<file path="src/dvru_pkg.sv">
package dvru_pkg;

  localparam int unsigned NODES_DEF = 16;
  localparam int unsigned NID_N     = 16;
  localparam int unsigned ID_W      = 4;
  localparam int unsigned CNT_W     = 5;
  localparam int unsigned COST_W    = 8;
  localparam int unsigned HOP_W     = 5;
  localparam int unsigned REG_W     = 2;
  localparam int unsigned DATA_W    = 8;

  localparam logic [COST_W-1:0] INF_RESET = 8'd64;
  localparam logic [HOP_W-1:0]  HOP_NONE  = 5'd16;

  typedef enum logic [2:0] {
    MODE_LOAD  = 3'd0,
    MODE_ENTRY = 3'd1,
    MODE_LINK  = 3'd2,
    MODE_ADV   = 3'd3,
    MODE_QUERY = 3'd4
  } mode_e;

  typedef enum logic [1:0] {
    KIND_ROUTE = 2'd0,
    KIND_ADV   = 2'd1,
    KIND_QUERY = 2'd2,
    KIND_DONE  = 2'd3
  } kind_e;

  typedef enum logic [2:0] {
    OP_LOAD,
    OP_ENTRY,
    OP_LINK,
    OP_ADV,
    OP_QUERY
  } op_e;

  typedef enum logic [REG_W-1:0] {
    REG_SELF   = 2'd0,
    REG_INF    = 2'd1,
    REG_POISON = 2'd2
  } reg_e;

  typedef struct packed {
    logic [2:0]        mode;
    logic [ID_W-1:0]   node_id;
    logic [ID_W-1:0]   dest_id;
    logic [COST_W-1:0] cost;
    logic              last;
  } in_t;

  typedef struct packed {
    logic [1:0]        kind;
    logic [ID_W-1:0]   dest_id_res;
    logic [COST_W-1:0] cost_res;
    logic [HOP_W-1:0]  next_hop;
    logic [ID_W-1:0]   target;
    logic              changed;
    logic              last_res;
  } out_t;

  typedef struct packed {
    op_e               op;
    logic [ID_W-1:0]   node;
    logic [ID_W-1:0]   dest;
    logic [COST_W-1:0] cost;
    logic              last;
  } cmd_t;

  typedef struct packed {
    logic [ID_W-1:0]   me;
    logic [COST_W-1:0] inf;
    logic              poison;
    logic              clr;
    logic [COST_W-1:0] clr_inf;
  } cfg_t;

  function automatic logic [COST_W-1:0] sat(input logic [COST_W:0] x,
                                            input logic [COST_W-1:0] inf);
    logic [COST_W-1:0] r;
    r = (x >= {1'b0, inf}) ? inf : x[COST_W-1:0];
    return r;
  endfunction

endpackage

</file>
<file path="src/dvru_queue.sv">
module dvru_queue (
  input  logic            clk_i,
  input  logic            rst_ni,
  input  logic            push_i,
  input  dvru_pkg::cmd_t  push_cmd_i,
  output logic            full_o,
  input  logic            pop_i,
  output logic            valid_o,
  output dvru_pkg::cmd_t  cmd_o
);

  dvru_pkg::cmd_t slot_q [2];
  logic           wp_q, wp_d, rp_q, rp_d;
  logic [1:0]     cnt_q, cnt_d;

  assign full_o  = (cnt_q == 2'd2);
  assign valid_o = (cnt_q != 2'd0);
  assign cmd_o   = slot_q[rp_q];

  always_comb begin
    wp_d  = wp_q;
    rp_d  = rp_q;
    cnt_d = cnt_q;
    if (push_i) begin
      wp_d = ~wp_q;
    end
    if (pop_i) begin
      rp_d = ~rp_q;
    end
    if (push_i && !pop_i) begin
      cnt_d = cnt_q + 2'd1;
    end else if (!push_i && pop_i) begin
      cnt_d = cnt_q - 2'd1;
    end
  end

  always_ff @(posedge clk_i or negedge rst_ni) begin
    if (!rst_ni) begin
      wp_q  <= 1'b0;
      rp_q  <= 1'b0;
      cnt_q <= 2'd0;
    end else begin
      wp_q  <= wp_d;
      rp_q  <= rp_d;
      cnt_q <= cnt_d;
    end
  end

  always_ff @(posedge clk_i) begin
    if (push_i) begin
      slot_q[wp_q] <= push_cmd_i;
    end
  end

endmodule

</file>
<file path="src/dvru_front.sv">
module dvru_front #(
  parameter int unsigned NODES = dvru_pkg::NODES_DEF
) (
  input  logic           in_valid_i,
  output logic           in_stall_o,
  input  dvru_pkg::in_t  in_i,
  input  dvru_pkg::cfg_t cfg_i,
  input  logic           q_full_i,
  output logic           push_o,
  output dvru_pkg::cmd_t cmd_o
);

  localparam int unsigned ACT = (NODES < dvru_pkg::NID_N) ? NODES : dvru_pkg::NID_N;

  logic node_ok;
  logic keep;

  // Only checks that do not depend on the route tables are made here.
  assign node_ok = ({1'b0, in_i.node_id} < dvru_pkg::CNT_W'(ACT));

  always_comb begin
    keep   = 1'b0;
    cmd_o  = '{op: dvru_pkg::OP_QUERY, node: in_i.node_id, dest: in_i.dest_id,
               cost: in_i.cost, last: in_i.last};
    case (in_i.mode)
      dvru_pkg::MODE_LOAD: begin
        cmd_o.op = dvru_pkg::OP_LOAD;
        keep     = node_ok && (in_i.node_id != cfg_i.me);
      end
      dvru_pkg::MODE_ENTRY: begin
        cmd_o.op = dvru_pkg::OP_ENTRY;
        keep     = node_ok && (in_i.node_id != cfg_i.me);
      end
      dvru_pkg::MODE_LINK: begin
        cmd_o.op = dvru_pkg::OP_LINK;
        keep     = node_ok;
      end
      dvru_pkg::MODE_ADV: begin
        cmd_o.op = dvru_pkg::OP_ADV;
        keep     = node_ok;
      end
      dvru_pkg::MODE_QUERY: begin
        cmd_o.op = dvru_pkg::OP_QUERY;
        keep     = 1'b1;
      end
      default: keep = 1'b0;
    endcase
  end

  assign in_stall_o = q_full_i;
  assign push_o     = in_valid_i && !q_full_i && keep;

endmodule

</file>
<file path="src/dvru_back.sv">
module dvru_back #(
  parameter int unsigned NODES = dvru_pkg::NODES_DEF
) (
  input  logic           clk_i,
  input  logic           rst_ni,
  input  dvru_pkg::cfg_t cfg_i,
  input  logic           q_valid_i,
  input  dvru_pkg::cmd_t q_cmd_i,
  output logic           q_pop_o,
  output logic           out_valid_o,
  input  logic           out_stall_i,
  output dvru_pkg::out_t out_o
);

  localparam int unsigned ACT   = (NODES < dvru_pkg::NID_N) ? NODES : dvru_pkg::NID_N;
  localparam int unsigned MEM_D = ACT * dvru_pkg::NID_N;
  localparam int unsigned AW    = $clog2(MEM_D);
  localparam int unsigned CW    = dvru_pkg::CNT_W;
  localparam int unsigned IW    = dvru_pkg::ID_W;
  localparam int unsigned KW    = dvru_pkg::COST_W;

  typedef enum logic [3:0] {
    S_IDLE, S_EXEC, S_ADV, S_P1_RD, S_P1_CHK, S_P2_START, S_P2_SCAN, S_P2_END, S_DONE
  } state_e;

  state_e             state_q, state_d;
  dvru_pkg::cmd_t     cur_q, cur_d;
  logic [CW-1:0]      d_q, d_d, k_q, k_d;
  logic [KW-1:0]      best_c_q, best_c_d;
  logic [dvru_pkg::HOP_W-1:0] best_q, best_d;
  logic               chg_q, chg_d;
  logic               rd_pend_q, rd_pend_d;
  logic [IW-1:0]      rd_k_q, rd_k_d;
  logic [KW-1:0]      link_q [dvru_pkg::NID_N];
  logic [KW-1:0]      link_d [dvru_pkg::NID_N];
  logic [KW-1:0]      rcost_q [dvru_pkg::NID_N];
  logic [KW-1:0]      rcost_d [dvru_pkg::NID_N];
  logic [dvru_pkg::HOP_W-1:0] rnext_q [dvru_pkg::NID_N];
  logic [dvru_pkg::HOP_W-1:0] rnext_d [dvru_pkg::NID_N];
  logic [MEM_D-1:0]   vld_q, vld_d;
  dvru_pkg::out_t     out_q, out_d;
  logic               ovalid_q, ovalid_d;

  logic [KW-1:0]      mem [MEM_D];
  logic [KW-1:0]      rdat_q;
  logic               rvld_q;
  logic               mem_we, mem_re;
  logic [AW-1:0]      mem_waddr, mem_raddr;
  logic [KW-1:0]      mem_wdata;

  logic [CW-1:0]      act_c;
  logic               can_emit;
  logic [KW-1:0]      cell_rd;
  logic [IW-1:0]      d_id;
  logic [KW-1:0]      c_sat;
  logic [KW-1:0]      t_val;
  dvru_pkg::out_t     res;

  assign act_c       = CW'(ACT);
  assign can_emit    = !ovalid_q || !out_stall_i;
  assign cell_rd     = rvld_q ? rdat_q : cfg_i.inf;
  assign d_id        = d_q[IW-1:0];
  assign c_sat       = dvru_pkg::sat({1'b0, cur_q.cost}, cfg_i.inf);
  assign out_valid_o = ovalid_q;
  assign out_o       = out_q;

  function automatic logic is_nb(input logic [IW-1:0] n);
    return ({1'b0, n} < act_c) && (n != cfg_i.me) && (link_q[n] < cfg_i.inf);
  endfunction

  always_comb begin
    state_d   = state_q;
    cur_d     = cur_q;
    d_d       = d_q;
    k_d       = k_q;
    best_c_d  = best_c_q;
    best_d    = best_q;
    chg_d     = chg_q;
    rd_pend_d = rd_pend_q;
    rd_k_d    = rd_k_q;
    link_d    = link_q;
    rcost_d   = rcost_q;
    rnext_d   = rnext_q;
    vld_d     = vld_q;
    out_d     = out_q;
    ovalid_d  = ovalid_q && out_stall_i;
    q_pop_o   = 1'b0;
    mem_we    = 1'b0;
    mem_re    = 1'b0;
    mem_waddr = AW'({cur_q.node, cur_q.dest});
    mem_wdata = c_sat;
    mem_raddr = AW'({cur_q.node, d_id});
    t_val     = dvru_pkg::sat({1'b0, link_q[cur_q.node]} + {1'b0, cell_rd}, cfg_i.inf);
    res       = '0;

    case (state_q)
      S_IDLE: begin
        if (q_valid_i) begin
          q_pop_o = 1'b1;
          cur_d   = q_cmd_i;
          state_d = S_EXEC;
        end
      end

      S_EXEC: begin
        case (cur_q.op)
          dvru_pkg::OP_LOAD: begin
            if (can_emit) begin
              link_d[cur_q.node]  = c_sat;
              rcost_d[cur_q.node] = c_sat;
              rnext_d[cur_q.node] = (c_sat < cfg_i.inf) ? {1'b0, cur_q.node}
                                                         : dvru_pkg::HOP_NONE;
              for (int j = 0; j < dvru_pkg::NID_N; j++) begin
                vld_d[AW'({cur_q.node, IW'(j)})] = 1'b0;
              end
              res.kind        = dvru_pkg::KIND_ROUTE;
              res.dest_id_res = cur_q.node;
              res.cost_res    = c_sat;
              res.next_hop    = rnext_d[cur_q.node];
              res.last_res    = 1'b1;
              out_d    = res;
              ovalid_d = 1'b1;
              state_d  = S_IDLE;
            end
          end
          dvru_pkg::OP_ENTRY: begin
            if ({1'b0, cur_q.dest} < act_c) begin
              mem_we           = 1'b1;
              vld_d[mem_waddr] = 1'b1;
            end
            chg_d   = 1'b0;
            d_d     = '0;
            state_d = cur_q.last ? S_P1_RD : S_IDLE;
          end
          dvru_pkg::OP_LINK: begin
            if (!is_nb(cur_q.node)) begin
              state_d = S_IDLE;
            end else if (rnext_q[cur_q.node] == {1'b0, cur_q.node} &&
                         rcost_q[cur_q.node] != c_sat) begin
              if (can_emit) begin
                link_d[cur_q.node]  = c_sat;
                rcost_d[cur_q.node] = c_sat;
                res.kind        = dvru_pkg::KIND_ROUTE;
                res.dest_id_res = cur_q.node;
                res.cost_res    = c_sat;
                res.next_hop    = {1'b0, cur_q.node};
                out_d    = res;
                ovalid_d = 1'b1;
                chg_d    = 1'b1;
                d_d      = '0;
                state_d  = S_P2_START;
              end
            end else begin
              link_d[cur_q.node] = c_sat;
              chg_d   = 1'b0;
              d_d     = '0;
              state_d = S_P2_START;
            end
          end
          dvru_pkg::OP_ADV: begin
            d_d     = '0;
            state_d = is_nb(cur_q.node) ? S_ADV : S_IDLE;
          end
          dvru_pkg::OP_QUERY: begin
            if (can_emit) begin
              res.kind        = dvru_pkg::KIND_QUERY;
              res.dest_id_res = cur_q.dest;
              res.last_res    = 1'b1;
              res.next_hop    = dvru_pkg::HOP_NONE;
              if ({1'b0, cur_q.dest} >= act_c) begin
                res.cost_res = cfg_i.inf;
              end else if (cur_q.dest != cfg_i.me) begin
                res.cost_res = rcost_q[cur_q.dest];
                res.next_hop = rnext_q[cur_q.dest];
              end
              out_d    = res;
              ovalid_d = 1'b1;
              state_d  = S_IDLE;
            end
          end
          default: state_d = S_IDLE;
        endcase
      end

      S_ADV: begin
        if (can_emit) begin
          res.kind        = dvru_pkg::KIND_ADV;
          res.dest_id_res = d_id;
          res.cost_res    = (d_id == cfg_i.me) ? '0 : rcost_q[d_id];
          if (cfg_i.poison && rnext_q[d_id] == {1'b0, cur_q.node}) begin
            res.cost_res = cfg_i.inf;
          end
          res.next_hop = rnext_q[d_id];
          res.target   = cur_q.node;
          res.last_res = (d_q == act_c - CW'(1));
          out_d    = res;
          ovalid_d = 1'b1;
          d_d      = d_q + CW'(1);
          if (res.last_res) begin
            state_d = S_IDLE;
          end
        end
      end

      // First pass: refresh routes that go through the sender.
      S_P1_RD: begin
        if (d_q == act_c) begin
          d_d     = '0;
          state_d = S_P2_START;
        end else if (d_id == cfg_i.me || rnext_q[d_id] != {1'b0, cur_q.node}) begin
          d_d = d_q + CW'(1);
        end else begin
          mem_re  = 1'b1;
          state_d = S_P1_CHK;
        end
      end

      S_P1_CHK: begin
        if (rcost_q[d_id] != t_val) begin
          if (can_emit) begin
            rcost_d[d_id]   = t_val;
            res.kind        = dvru_pkg::KIND_ROUTE;
            res.dest_id_res = d_id;
            res.cost_res    = t_val;
            res.next_hop    = {1'b0, cur_q.node};
            out_d    = res;
            ovalid_d = 1'b1;
            chg_d    = 1'b1;
            d_d      = d_q + CW'(1);
            state_d  = S_P1_RD;
          end
        end else begin
          d_d     = d_q + CW'(1);
          state_d = S_P1_RD;
        end
      end

      // Second pass: minimize each destination over all neighbors.
      S_P2_START: begin
        if (d_q == act_c) begin
          state_d = S_DONE;
        end else if (d_id == cfg_i.me) begin
          d_d = d_q + CW'(1);
        end else begin
          best_c_d  = rcost_q[d_id];
          best_d    = dvru_pkg::HOP_NONE;
          k_d       = '0;
          rd_pend_d = 1'b0;
          state_d   = S_P2_SCAN;
        end
      end

      S_P2_SCAN: begin
        if (rd_pend_q) begin
          t_val = dvru_pkg::sat({1'b0, link_q[rd_k_q]} + {1'b0, cell_rd}, cfg_i.inf);
          if (is_nb(rd_k_q) && t_val < best_c_q) begin
            best_c_d = t_val;
            best_d   = {1'b0, rd_k_q};
          end
        end
        if (k_q != act_c) begin
          mem_re    = 1'b1;
          mem_raddr = AW'({k_q[IW-1:0], d_id});
          rd_pend_d = 1'b1;
          rd_k_d    = k_q[IW-1:0];
          k_d       = k_q + CW'(1);
        end else begin
          rd_pend_d = 1'b0;
          if (!rd_pend_q) begin
            state_d = S_P2_END;
          end
        end
      end

      S_P2_END: begin
        if (best_q != dvru_pkg::HOP_NONE) begin
          if (can_emit) begin
            rcost_d[d_id]   = best_c_q;
            rnext_d[d_id]   = best_q;
            res.kind        = dvru_pkg::KIND_ROUTE;
            res.dest_id_res = d_id;
            res.cost_res    = best_c_q;
            res.next_hop    = best_q;
            out_d    = res;
            ovalid_d = 1'b1;
            chg_d    = 1'b1;
            d_d      = d_q + CW'(1);
            state_d  = S_P2_START;
          end
        end else begin
          d_d     = d_q + CW'(1);
          state_d = S_P2_START;
        end
      end

      S_DONE: begin
        if (can_emit) begin
          res.kind     = dvru_pkg::KIND_DONE;
          res.changed  = chg_q;
          res.last_res = 1'b1;
          out_d    = res;
          ovalid_d = 1'b1;
          state_d  = S_IDLE;
        end
      end

      default: state_d = S_IDLE;
    endcase

    // A write of self_id or infinity_cost clears every table, with costs set to the infinity in force.
    if (cfg_i.clr) begin
      vld_d = '0;
      for (int i = 0; i < dvru_pkg::NID_N; i++) begin
        link_d[i]  = cfg_i.clr_inf;
        rcost_d[i] = cfg_i.clr_inf;
        rnext_d[i] = dvru_pkg::HOP_NONE;
      end
    end
  end

  always_ff @(posedge clk_i or negedge rst_ni) begin
    if (!rst_ni) begin
      state_q   <= S_IDLE;
      cur_q     <= '{op: dvru_pkg::OP_QUERY, default: '0};
      d_q       <= '0;
      k_q       <= '0;
      best_c_q  <= '0;
      best_q    <= dvru_pkg::HOP_NONE;
      chg_q     <= 1'b0;
      rd_pend_q <= 1'b0;
      rd_k_q    <= '0;
      vld_q     <= '0;
      ovalid_q  <= 1'b0;
      out_q     <= '0;
      rvld_q    <= 1'b0;
      for (int i = 0; i < dvru_pkg::NID_N; i++) begin
        link_q[i]  <= dvru_pkg::INF_RESET;
        rcost_q[i] <= dvru_pkg::INF_RESET;
        rnext_q[i] <= dvru_pkg::HOP_NONE;
      end
    end else begin
      state_q   <= state_d;
      cur_q     <= cur_d;
      d_q       <= d_d;
      k_q       <= k_d;
      best_c_q  <= best_c_d;
      best_q    <= best_d;
      chg_q     <= chg_d;
      rd_pend_q <= rd_pend_d;
      rd_k_q    <= rd_k_d;
      vld_q     <= vld_d;
      ovalid_q  <= ovalid_d;
      out_q     <= out_d;
      link_q    <= link_d;
      rcost_q   <= rcost_d;
      rnext_q   <= rnext_d;
      if (mem_re) begin
        rvld_q <= vld_q[mem_raddr];
      end
    end
  end

  always_ff @(posedge clk_i) begin
    if (mem_we) begin
      mem[mem_waddr] <= mem_wdata;
    end
    if (mem_re) begin
      rdat_q <= mem[mem_raddr];
    end
  end

endmodule

</file>
<file path="src/distance_vector_route_update.sv">
// Channel  Direction  Signals                               Word
// in       input      in_valid_i, in_stall_o, in_i          one command
// out      output     out_valid_o, out_stall_i, out_o       one result
// cfg      input      cfg_we_i, cfg_idx_i, cfg_data_i       one register write
//
// A command that gives no result passes only the idle and execute states of the route
// engine; the length of a recompute is set by the single read port of the neighbor vector
// memory, which is scanned one entry per cycle.
// Reset and writes of self_id or infinity_cost clear all tables at once.
// A two-word queue lets commands arrive while the engine works or the output stalls.
module distance_vector_route_update #(
  parameter int unsigned NODES = dvru_pkg::NODES_DEF
) (
  input  logic                          clk_i,
  input  logic                          rst_ni,
  input  logic                          in_valid_i,
  output logic                          in_stall_o,
  input  dvru_pkg::in_t                 in_i,
  output logic                          out_valid_o,
  input  logic                          out_stall_i,
  output dvru_pkg::out_t                out_o,
  input  logic                          cfg_we_i,
  input  logic [dvru_pkg::REG_W-1:0]    cfg_idx_i,
  input  logic [dvru_pkg::DATA_W-1:0]   cfg_data_i
);

  localparam int unsigned ACT = (NODES < dvru_pkg::NID_N) ? NODES : dvru_pkg::NID_N;

  logic [dvru_pkg::ID_W-1:0]   self_q;
  logic [dvru_pkg::COST_W-1:0] inf_q;
  logic                        poison_q;
  dvru_pkg::cfg_t              cfg;
  logic                        push, full, pop, qvalid;
  dvru_pkg::cmd_t              push_cmd, qcmd;

  always_comb begin
    cfg.me      = ({1'b0, self_q} < dvru_pkg::CNT_W'(ACT)) ? self_q : '0;
    cfg.inf     = inf_q;
    cfg.poison  = poison_q;
    cfg.clr     = cfg_we_i && (cfg_idx_i == dvru_pkg::REG_SELF ||
                               cfg_idx_i == dvru_pkg::REG_INF);
    cfg.clr_inf = (cfg_idx_i == dvru_pkg::REG_INF) ? cfg_data_i : inf_q;
  end

  always_ff @(posedge clk_i or negedge rst_ni) begin
    if (!rst_ni) begin
      self_q   <= '0;
      inf_q    <= dvru_pkg::INF_RESET;
      poison_q <= 1'b0;
    end else if (cfg_we_i) begin
      case (cfg_idx_i)
        dvru_pkg::REG_SELF:   self_q   <= cfg_data_i[dvru_pkg::ID_W-1:0];
        dvru_pkg::REG_INF:    inf_q    <= cfg_data_i;
        dvru_pkg::REG_POISON: poison_q <= cfg_data_i[0];
        default: ;
      endcase
    end
  end

  dvru_front #(.NODES(NODES)) u_front (
    .in_valid_i (in_valid_i),
    .in_stall_o (in_stall_o),
    .in_i       (in_i),
    .cfg_i      (cfg),
    .q_full_i   (full),
    .push_o     (push),
    .cmd_o      (push_cmd)
  );

  dvru_queue u_queue (
    .clk_i      (clk_i),
    .rst_ni     (rst_ni),
    .push_i     (push),
    .push_cmd_i (push_cmd),
    .full_o     (full),
    .pop_i      (pop),
    .valid_o    (qvalid),
    .cmd_o      (qcmd)
  );

  dvru_back #(.NODES(NODES)) u_back (
    .clk_i       (clk_i),
    .rst_ni      (rst_ni),
    .cfg_i       (cfg),
    .q_valid_i   (qvalid),
    .q_cmd_i     (qcmd),
    .q_pop_o     (pop),
    .out_valid_o (out_valid_o),
    .out_stall_i (out_stall_i),
    .out_o       (out_o)
  );

endmodule

</file>
<file path="config.mk">
export PLATFORM = sky130hd
export DESIGN_NAME = distance_vector_route_update
export DESIGN_NICKNAME = d
export VERILOG_FILES = /design/src/dvru_pkg.sv /design/src/dvru_queue.sv /design/src/dvru_front.sv /design/src/dvru_back.sv /design/src/distance_vector_route_update.sv
export SDC_FILE = /design/constraint.sdc
export NUM_CORES = 2
export LEC_CHECK = 0
export BUFFER_PORTS_ARGS = -buffer_cell sky130_fd_sc_hd__buf_2
export CAP_MARGIN = 20
export CELL_PAD_IN_SITES_DETAIL_PLACEMENT = 1
export CELL_PAD_IN_SITES_GLOBAL_PLACEMENT = 1
export CORE_UTILIZATION = 50
export DETAILED_ROUTE_END_ITERATION = 10
export GPL_TIMING_DRIVEN = 0
export PLACE_DENSITY_LB_ADDON = 0.25
export SYNTH_ARGS = -nofsm -noshare
export SYNTH_HDL_FRONTEND = slang
export SYNTH_SLANG_ARGS = --single-unit
</file>
<file path="constraint.sdc">
create_clock -name clk_i -period 9 [get_ports clk_i]
set_clock_uncertainty 0.2 [all_clocks]
set_input_delay 0.45 -clock clk_i [delete_from_list [all_inputs] [get_ports clk_i]]
set_output_delay 0.45 -clock clk_i [all_outputs]
set_load 0.03 [all_outputs]
</file>
* After elaboration in Yosys (flattened, before gate mapping)
Memories as Yosys holds them, arrays and structs flattened. A register that Yosys moved wholly into a read port is not among the register bits. Cells that the tools add are included.
Storage, ports and cells: register bits 669, memories kept 2, word-level logic and storage cells 531, output and inout port bits 27, bits in writable memories 2088
Cells by class: $lt $le $gt $ge 52, bitwise gates (word level) 39, reductions and logical operators 76, eq/ne operators 74, mux-type cells 210, add/subtract/negate cells 6
Memories:
- u_back.mem | depth 256, width 8, rd ports 1, clocked after memory_dff 1, write ports 1, RTL line dvru_back.sv:44 | logic [KW-1:0] mem [MEM_D];
- u_queue.slot_q | depth 2, width 20, rd ports 1, clocked after memory_dff 1, write ports 1, RTL line dvru_queue.sv:12 | dvru_pkg::cmd_t slot_q [2];
Operators by type and width (count):
- 256-bit AND | 16
- 128-bit 2-to-1 mux | 13
- 256-bit 2-to-1 mux | 4
- 128-bit bitwise mux | 4
- 128-bit case mux with 2 select lines | 2
- 256-bit case mux with 2 select lines | 1
- 80-bit 2-to-1 mux | 5
- 128-bit case mux with 3 select lines | 1
- 25-bit 2-to-1 mux | 11
- 241-bit inverter with 256-bit output | 1
- 242-bit inverter with 256-bit output | 1
- 243-bit inverter with 256-bit output | 1
- 244-bit inverter with 256-bit output | 1
- 245-bit inverter with 256-bit output | 1
- 246-bit inverter with 256-bit output | 1
- 247-bit inverter with 256-bit output | 1
- 248-bit inverter with 256-bit output | 1
- 249-bit inverter with 256-bit output | 1
- 250-bit inverter with 256-bit output | 1
- 251-bit inverter with 256-bit output | 1
- 252-bit inverter with 256-bit output | 1
- 253-bit inverter with 256-bit output | 1
- 254-bit inverter with 256-bit output | 1
- 255-bit inverter with 256-bit output | 1
- other kinds (87) | 385

* Depth between registers and ports, before layout
depth after elaboration 25, depth in mapped cells 31, depth with buffers taken out 27

* Modules after synthesis
A second synthesis with hierarchy kept.
Second synthesis, totals: cell total of the unflattened synthesis 7606, area total of the unflattened synthesis 124316.7 um2
Modules (own cells, without submodules):
- dvru_back | cells each 7458, times used 1, area each 121723.0 um2
- dvru_queue | cells each 78, times used 1, area each 1709.1 um2
- distance_vector_route_update | cells each 40, times used 1, area each 670.6 um2
- dvru_front | cells each 30, times used 1, area each 214.0 um2

* Worst setup path after synthesis
OpenSTA, ideal clock, no wires.
kind reg2reg, start register inf_q[1] (netlist name), end register u_back.rnext_q[23] (netlist name), path buffers 5, arrival time 8.609 ns, setup time 0.065 ns, data required time 8.735 ns, stages on the path, launching flop included 18, setup slack 0.125 ns, cell sequence dfrtp_1 -> inv_1 -> ha_1 -> a2111o_1 -> buf_2 -> and3_1 -> buf_2 -> o211ai_2 -> clkbuf_1 -> clkbuf_1 -> ha_1 -> a2111oi_0 -> a21oi_1 -> nand2_1 -> clkbuf_1 -> nor2_1 -> a21oi_1 -> o221a_2
On the way: word-level cells in the longest chain between the ends 9
RTL lines:
- start: declaration | RTL line distance_vector_route_update.sv:30 | logic [dvru_pkg::COST_W-1:0] inf_q;
- start signal: assignment | RTL line distance_vector_route_update.sv:48 | inf_q <= dvru_pkg::INF_RESET;
- start signal: assignment | RTL line distance_vector_route_update.sv:53 | dvru_pkg::REG_INF: inf_q <= cfg_data_i;
- 8-bit greater-or-equal comparator | RTL line dvru_pkg.sv:81 | r = (x >= {1'b0, inf}) ? inf : x[COST_W-1:0];
- 8-bit 2-to-1 mux | RTL line dvru_pkg.sv:81
- via u_back.c_sat[6] | RTL line dvru_back.sv:55 | logic [KW-1:0] c_sat;
- 8-bit less-than comparator | RTL line dvru_back.sv:111 | rnext_d[cur_q.node] = (c_sat < cfg_i.inf) ? {1'b0, cur_q.node}
- 5-bit 2-to-1 mux | RTL line dvru_back.sv:111
- 80-bit bitwise mux | RTL line dvru_back.sv:111
- 80-bit 2-to-1 mux | RTL line dvru_back.sv:108 | if (can_emit) begin
- 80-bit 2-to-1 mux | RTL line dvru_back.sv:106 | case (cur_q.op)
- 80-bit case mux with 2 select lines | RTL line dvru_back.sv:96 | case (state_q)
- 80-bit 2-to-1 mux | RTL line dvru_back.sv:311 | if (cfg_i.clr) begin
- end signal: indexed assignment | RTL line dvru_back.sv:339 | rnext_q[i] <= dvru_pkg::HOP_NONE;
- end signal: assignment | RTL line dvru_back.sv:356 | rnext_q <= rnext_d;
- end: declaration | RTL line dvru_back.sv:38 | logic [dvru_pkg::HOP_W-1:0] rnext_q [dvru_pkg::NID_N];
The timed path passes the listed nets, and every way through them passes these cells. The select of a mux whose other input is x is not followed. A chain may end at the register's enable or synchronous reset.

* Final worst setup path
start register u_back.cur_q[14] (netlist name), end register u_back.rcost_q[42] (netlist name)
On the way: word-level cells in the longest chain between the ends 12
RTL lines:
- start: declaration | RTL line dvru_back.sv:27 | dvru_pkg::cmd_t cur_q, cur_d;
- start signal: assignment | RTL line dvru_back.sv:343 | cur_q <= cur_d;
- 4-bit inverter with 5-bit output (not written as such)
- 8-bit binary-select mux with 4-bit select, or another cell as far along | RTL line dvru_back.sv:68, dvru_back.sv:93
- 8-bit 2-to-1 mux (not written as such) / 1-bit logical AND (equally long branches)
- 8-bit 2-to-1 mux, on equally long branches
- 8-bit by 8-bit adder with 9-bit output / 8-bit demux with 4-bit select (equally long branches) | RTL line dvru_back.sv:93, dvru_back.sv:110, dvru_back.sv:142
- 9-bit by 8-bit greater-or-equal comparator with 1-bit output / 128-bit bitwise mux (equally long branches) | RTL line dvru_pkg.sv:81, dvru_back.sv:110, dvru_back.sv:142
- 8-bit 2-to-1 mux / 128-bit 2-to-1 mux (equally long branches) | RTL line dvru_pkg.sv:81, dvru_back.sv:108, dvru_back.sv:140
- 128-bit bitwise mux / 128-bit 2-to-1 mux (equally long branches) | RTL line dvru_back.sv:221, dvru_back.sv:138
- 128-bit 2-to-1 mux, on equally long branches | RTL line dvru_back.sv:220, dvru_back.sv:136
- 128-bit 2-to-1 mux / 128-bit case mux with 2 select lines (equally long branches) | RTL line dvru_back.sv:219, dvru_back.sv:106
- 128-bit case mux with 3 select lines | RTL line dvru_back.sv:96
- 128-bit 2-to-1 mux | RTL line dvru_back.sv:311
- end signal: indexed assignment | RTL line dvru_back.sv:338 | rcost_q[i] <= dvru_pkg::INF_RESET;
- end signal: assignment | RTL line dvru_back.sv:355 | rcost_q <= rcost_d;
- end: declaration | RTL line dvru_back.sv:36 | logic [KW-1:0] rcost_q [dvru_pkg::NID_N];
Several ways; a longest one is shown, not always the timed one. The select of a mux whose other input is x is not followed.

==> metrics.log <==
[metrics] result of the run: finished clean
[metrics] Worst R2R End: u_back.rcost_q[42]
[metrics] category of the critical setup timing path: flop to flop
[metrics] Post-layout nets: a little over 8000
[metrics] data arrival time of the critical path: approximately 9.5 ns
[metrics] number of enable-type register cells in the synthesized netlist: approximately 2100
[metrics] synthesis-to-layout area growth: 13.5%
[metrics] length of the first detailed-routing pass in iterations: 6
[metrics] Tightest Hold Check Type: primary input to flop
[metrics] launching point of the worst reg2reg path: u_back.cur_q[14]
[metrics] Worst Path Required: approximately 9.5 ns
[metrics] share of layout cells above drive strength 1: 0.226
[metrics] CP Capture Type: flop
[metrics] pin count of the biggest net entering global routing: around 120
[metrics] Maximum Capacitance Violations: 0
[metrics] number of hold-slack violations in the final timing report: 0
[metrics] final routed wirelength across all metal layers: approximately 460000 µm
[metrics] post-synthesis cell type count: 85
[metrics] post-DR wirelength/cell: ~40 µm
[metrics] cell count after synthesis: approximately 7500
[metrics] area enclosed by the die boundary: roughly 250000 µm²
[metrics] worst supply voltage drop on vdd: between 0.2 and 0.3 mV
[metrics] worst-case register-to-register setup slack: 0.06 ns
[metrics] maximum clock insertion buffer count: 4
[metrics] final core area utilization: 0.573
[metrics] Pins Over Slew Limit: 0
[metrics] WHS Path Cells: 2
[metrics] most common cell after layout, fill and taps aside: sky130_fd_sc_hd__edfxtp_1
[metrics] residual DRC count: 0
[metrics] number of port buffers: 60
[metrics] sequential element share of the synthesized area: 0.651
[metrics] clock network power share: 0.254
[metrics] Placed Cells: 10900
[metrics] prevailing post-synth register cell: sky130_fd_sc_hd__edfxtp_1
[metrics] total via count in the routed design: 79900
[metrics] crit path setup slack, layout: ~0.060 ns
[metrics] row count: 181
[metrics] final setup fails: 0
[metrics] Routability Congestion: between 1 and 1.5
[metrics] Power per Cell Area: roughly 350 nW/µm²
[metrics] overall power of the completed layout: a little under 50 mW
[metrics] Setup Slack @ Placement: -3.87 ns
[metrics] Worst setup SP type: flop
[metrics] clock latency on the worst-skew pair: roughly 0.97 ns
[metrics] Post-Synthesis Net Count: between 7000 and 8000
[metrics] relative max-transition margin: 0.115
[metrics] async set or reset register ratio after synthesis: 0.247
[metrics] CTS H-Tree Depth: 5
[metrics] commonest cells after routing, fill and taps aside: sky130_fd_sc_hd__edfxtp_1 (2096), sky130_fd_sc_hd__mux4_2 (971), sky130_fd_sc_hd__nor2_1 (658)
[metrics] standard cell core area: roughly 240000 µm²
[metrics] leakage power: roughly 48 nW
[metrics] Fmax achieved: approximately 110 MHz
[metrics] unrepaired setup endpoints after global routing: false
[metrics] total standard cell area after synthesis: ~120000 µm²
[metrics] DIE HEIGHT: around 500 µm
[metrics] Top-Level Pins: 62
[metrics] first-pass GRT wire length: approximately 640000 µm
[metrics] Hold Path Sink: u_queue.slot_q[0][10]
[metrics] cts bufs inserted: just over 300
[metrics] clock period minus worst slack: slightly below 9 ns
[metrics] switching power of the nets: 18.9 mW
[metrics] clock tree from TritonCTS: done
[metrics] Synth Warn #: 0
[metrics] number of global-route vias before repair: around 80000
[metrics] post-synth top area cell: sky130_fd_sc_hd__edfxtp_1
[metrics] switching part of the total power: 0.382
[metrics] portion of total power attributed to combinational logic: 0.376
[metrics] Antenna Nets Post-Route: 0
[metrics] leftover overflow at the end of global routing: 0
[metrics] number of clock sinks: 2785
[metrics] average via count per standard cell: just under 7
[metrics] cell-internal power: between 30 and 40 mW
[metrics] Worst-Margin Slew: ~1.3 ns
[metrics] power share of the sequential group: 0.371
[metrics] fraction of synthesized cell area taken by the top area cell type: 0.510
[metrics] DP HPWL: between 300000 and 400000 µm
[metrics] total routing usage reported by global routing: 0.369
[metrics] antenna violations before repair: 32
[metrics] clock root cell: sky130_fd_sc_hd__clkbuf_16
[metrics] violation count after the first detailed-routing iteration: about 11000
[metrics] overall die width: ~500 µm
[metrics] min-delay src: in_i[10]
[metrics] period utilization: 0.993
[metrics] count of cells along the worst register-to-register path: 24
[metrics] mean instance size in the synthesized netlist: about 16 µm²
[metrics] final instance area: between 100000 and 150000 µm²
[metrics] effective utilization at floorplan: 0.505
[metrics] instance area at placement: around 130000 µm²
[metrics] top fanout value on the critical path: 28
[metrics] clock transition at the registers of the reported paths: 0.06 ns
[metrics] post-route insts no fill: about 11000
[metrics] synthesized flop and latch total: approximately 2800
[metrics] ranking of synthesized cells by area: sky130_fd_sc_hd__edfxtp_1 (51%), sky130_fd_sc_hd__mux4_2 (18%), sky130_fd_sc_hd__dfrtp_1 (13%)
[area by class of cell]
cell class | count | area (µm²)
diodes | 13 | 32.5
plain buffers | 555 | 2360
clock buffers | 386 | 8310
clock inverters | 154 | 1450
fillers | 22100 | 104000
inverters | 83 | 312
multi-input cells | 4090 | 40600
flip-flops and latches | 2785 | 80200
well taps | 3202 | 4010
repair buffers | 204 | 2630
[routing by layer]
layer  up-vias  wire length, µm  global-route usage
li1      31000                -                   -
met1     42500           169000               0.480
met2      5093           212000               0.572
met3      1220            44800              0.0857
met4        26            30100               0.212
met5         -              184                   0
[power groups by stage]
stage	clock (mW)	sequential [mW]	combinational, mW
finish	12.5	18.3	18.6
global route	13.0	18.3	19.1
CTS	12.6	18.2	18.1
detailed placement	0	18.4	17.8
global placement	0	18.4	15.0
floorplan	0	18.9	9.70
[metrics by stage]
step / TNS [ns] / hold slack (ns)
floorplan: 0 / -0.0456
global placement: - / 0.265
detailed placement: -595.15 / 0.272
CTS: 0 / 0.0127
global route: 0 / 0.0545
finish: 0 / 0.0665
[Yosys cell counts (58+ instances only)]
library cell               number
sky130_fd_sc_hd__mux2i_1      287
sky130_fd_sc_hd__nand3_1       74
sky130_fd_sc_hd__dfrtp_1      638
sky130_fd_sc_hd__a21oi_1      428
sky130_fd_sc_hd__buf_2         87
sky130_fd_sc_hd__nand2_1      321
sky130_fd_sc_hd__ha_1          76
sky130_fd_sc_hd__buf_1         58
sky130_fd_sc_hd__o21ai_0      305
sky130_fd_sc_hd__edfxtp_1    2096
sky130_fd_sc_hd__o22ai_1      153
sky130_fd_sc_hd__inv_1         82
sky130_fd_sc_hd__clkbuf_1     401
sky130_fd_sc_hd__o21ai_1      195
sky130_fd_sc_hd__mux4_2       971
sky130_fd_sc_hd__nor2_1       658
[how the worst max path moves through the flow]
stage	start	end	cells past startpoint
floorplan	inf_q[1]	u_back.rnext_q[23]	17
global placement	rst_ni	u_back.vld_q[204]	1
detailed placement	u_back.cur_q[14]	u_back.rcost_q[34]	25
CTS	u_back.cur_q[13]	u_back.rcost_q[42]	26
global route	u_back.cur_q[14]	u_back.rcost_q[42]	24
finish	u_back.cur_q[14]	u_back.rcost_q[42]	24
[cells by family after synthesis]
logic type / after synthesis / synth area share
compound gates: 1400 / 0.0670
mux: 1295 / 0.204
fa+ha+maj: 78 / 0.00804
buf+inv: 644 / 0.0211
simple gates: 1260 / 0.0450
xor+xnor: 57 / 0.00405
flops: 2785 / 0.651
[sequential cells by signal, summed over array words and instances, names as in the netlist, 5 cells and up]
signal,count
u_back.best_q,5
u_back.k_q,5
u_back.rdat_q,8
u_back.rcost_q,128
u_back.cur_q,20
inf_q,8
u_back.best_c_q,8
u_back.rnext_q,80
u_back.mem,2048
u_back.vld_q,256
u_queue.slot_q,40
u_back.link_q,128
u_back.out_o,25
u_back.d_q,5
[worst max-delay path, stage by stage (launching register included)]
cell and delay [ns]:
sky130_fd_sc_hd__dfrtp_2 0.56, sky130_fd_sc_hd__buf_4 0.40, sky130_fd_sc_hd__buf_6 0.42, sky130_fd_sc_hd__buf_1 0.76, sky130_fd_sc_hd__mux4_2 0.44, sky130_fd_sc_hd__mux4_2 0.60
sky130_fd_sc_hd__ha_1 0.38, sky130_fd_sc_hd__nor2b_1 0.17, sky130_fd_sc_hd__o31a_1 0.29, sky130_fd_sc_hd__or4_1 0.41, sky130_fd_sc_hd__nand3_1 0.19, sky130_fd_sc_hd__ha_1 0.28
sky130_fd_sc_hd__a21o_1 0.18, sky130_fd_sc_hd__a211o_1 0.33, sky130_fd_sc_hd__nor3_4 0.21, sky130_fd_sc_hd__buf_12 0.15, sky130_fd_sc_hd__mux2i_2 0.53, sky130_fd_sc_hd__xnor2_1 0.18
sky130_fd_sc_hd__nor4_2 0.47, sky130_fd_sc_hd__nand3_2 0.12, sky130_fd_sc_hd__buf_4 0.25, sky130_fd_sc_hd__buf_2 0.31, sky130_fd_sc_hd__nand3_2 0.44, sky130_fd_sc_hd__mux2i_1 0.24
sky130_fd_sc_hd__o21ai_0 0.11
[timing repair]
action / 4_1_cts / 5_1_grt
resized for setup: 39 / 7
hold endpoints to repair: 296 / 0
pin swaps: 2 / 0
setup buffers: 5 / 0
gates cloned: 0 / 0
hold buffers: 36 / 0
setup endpoints to repair: 263 / 140
Note: power is estimated with default switching activity, not from simulation.
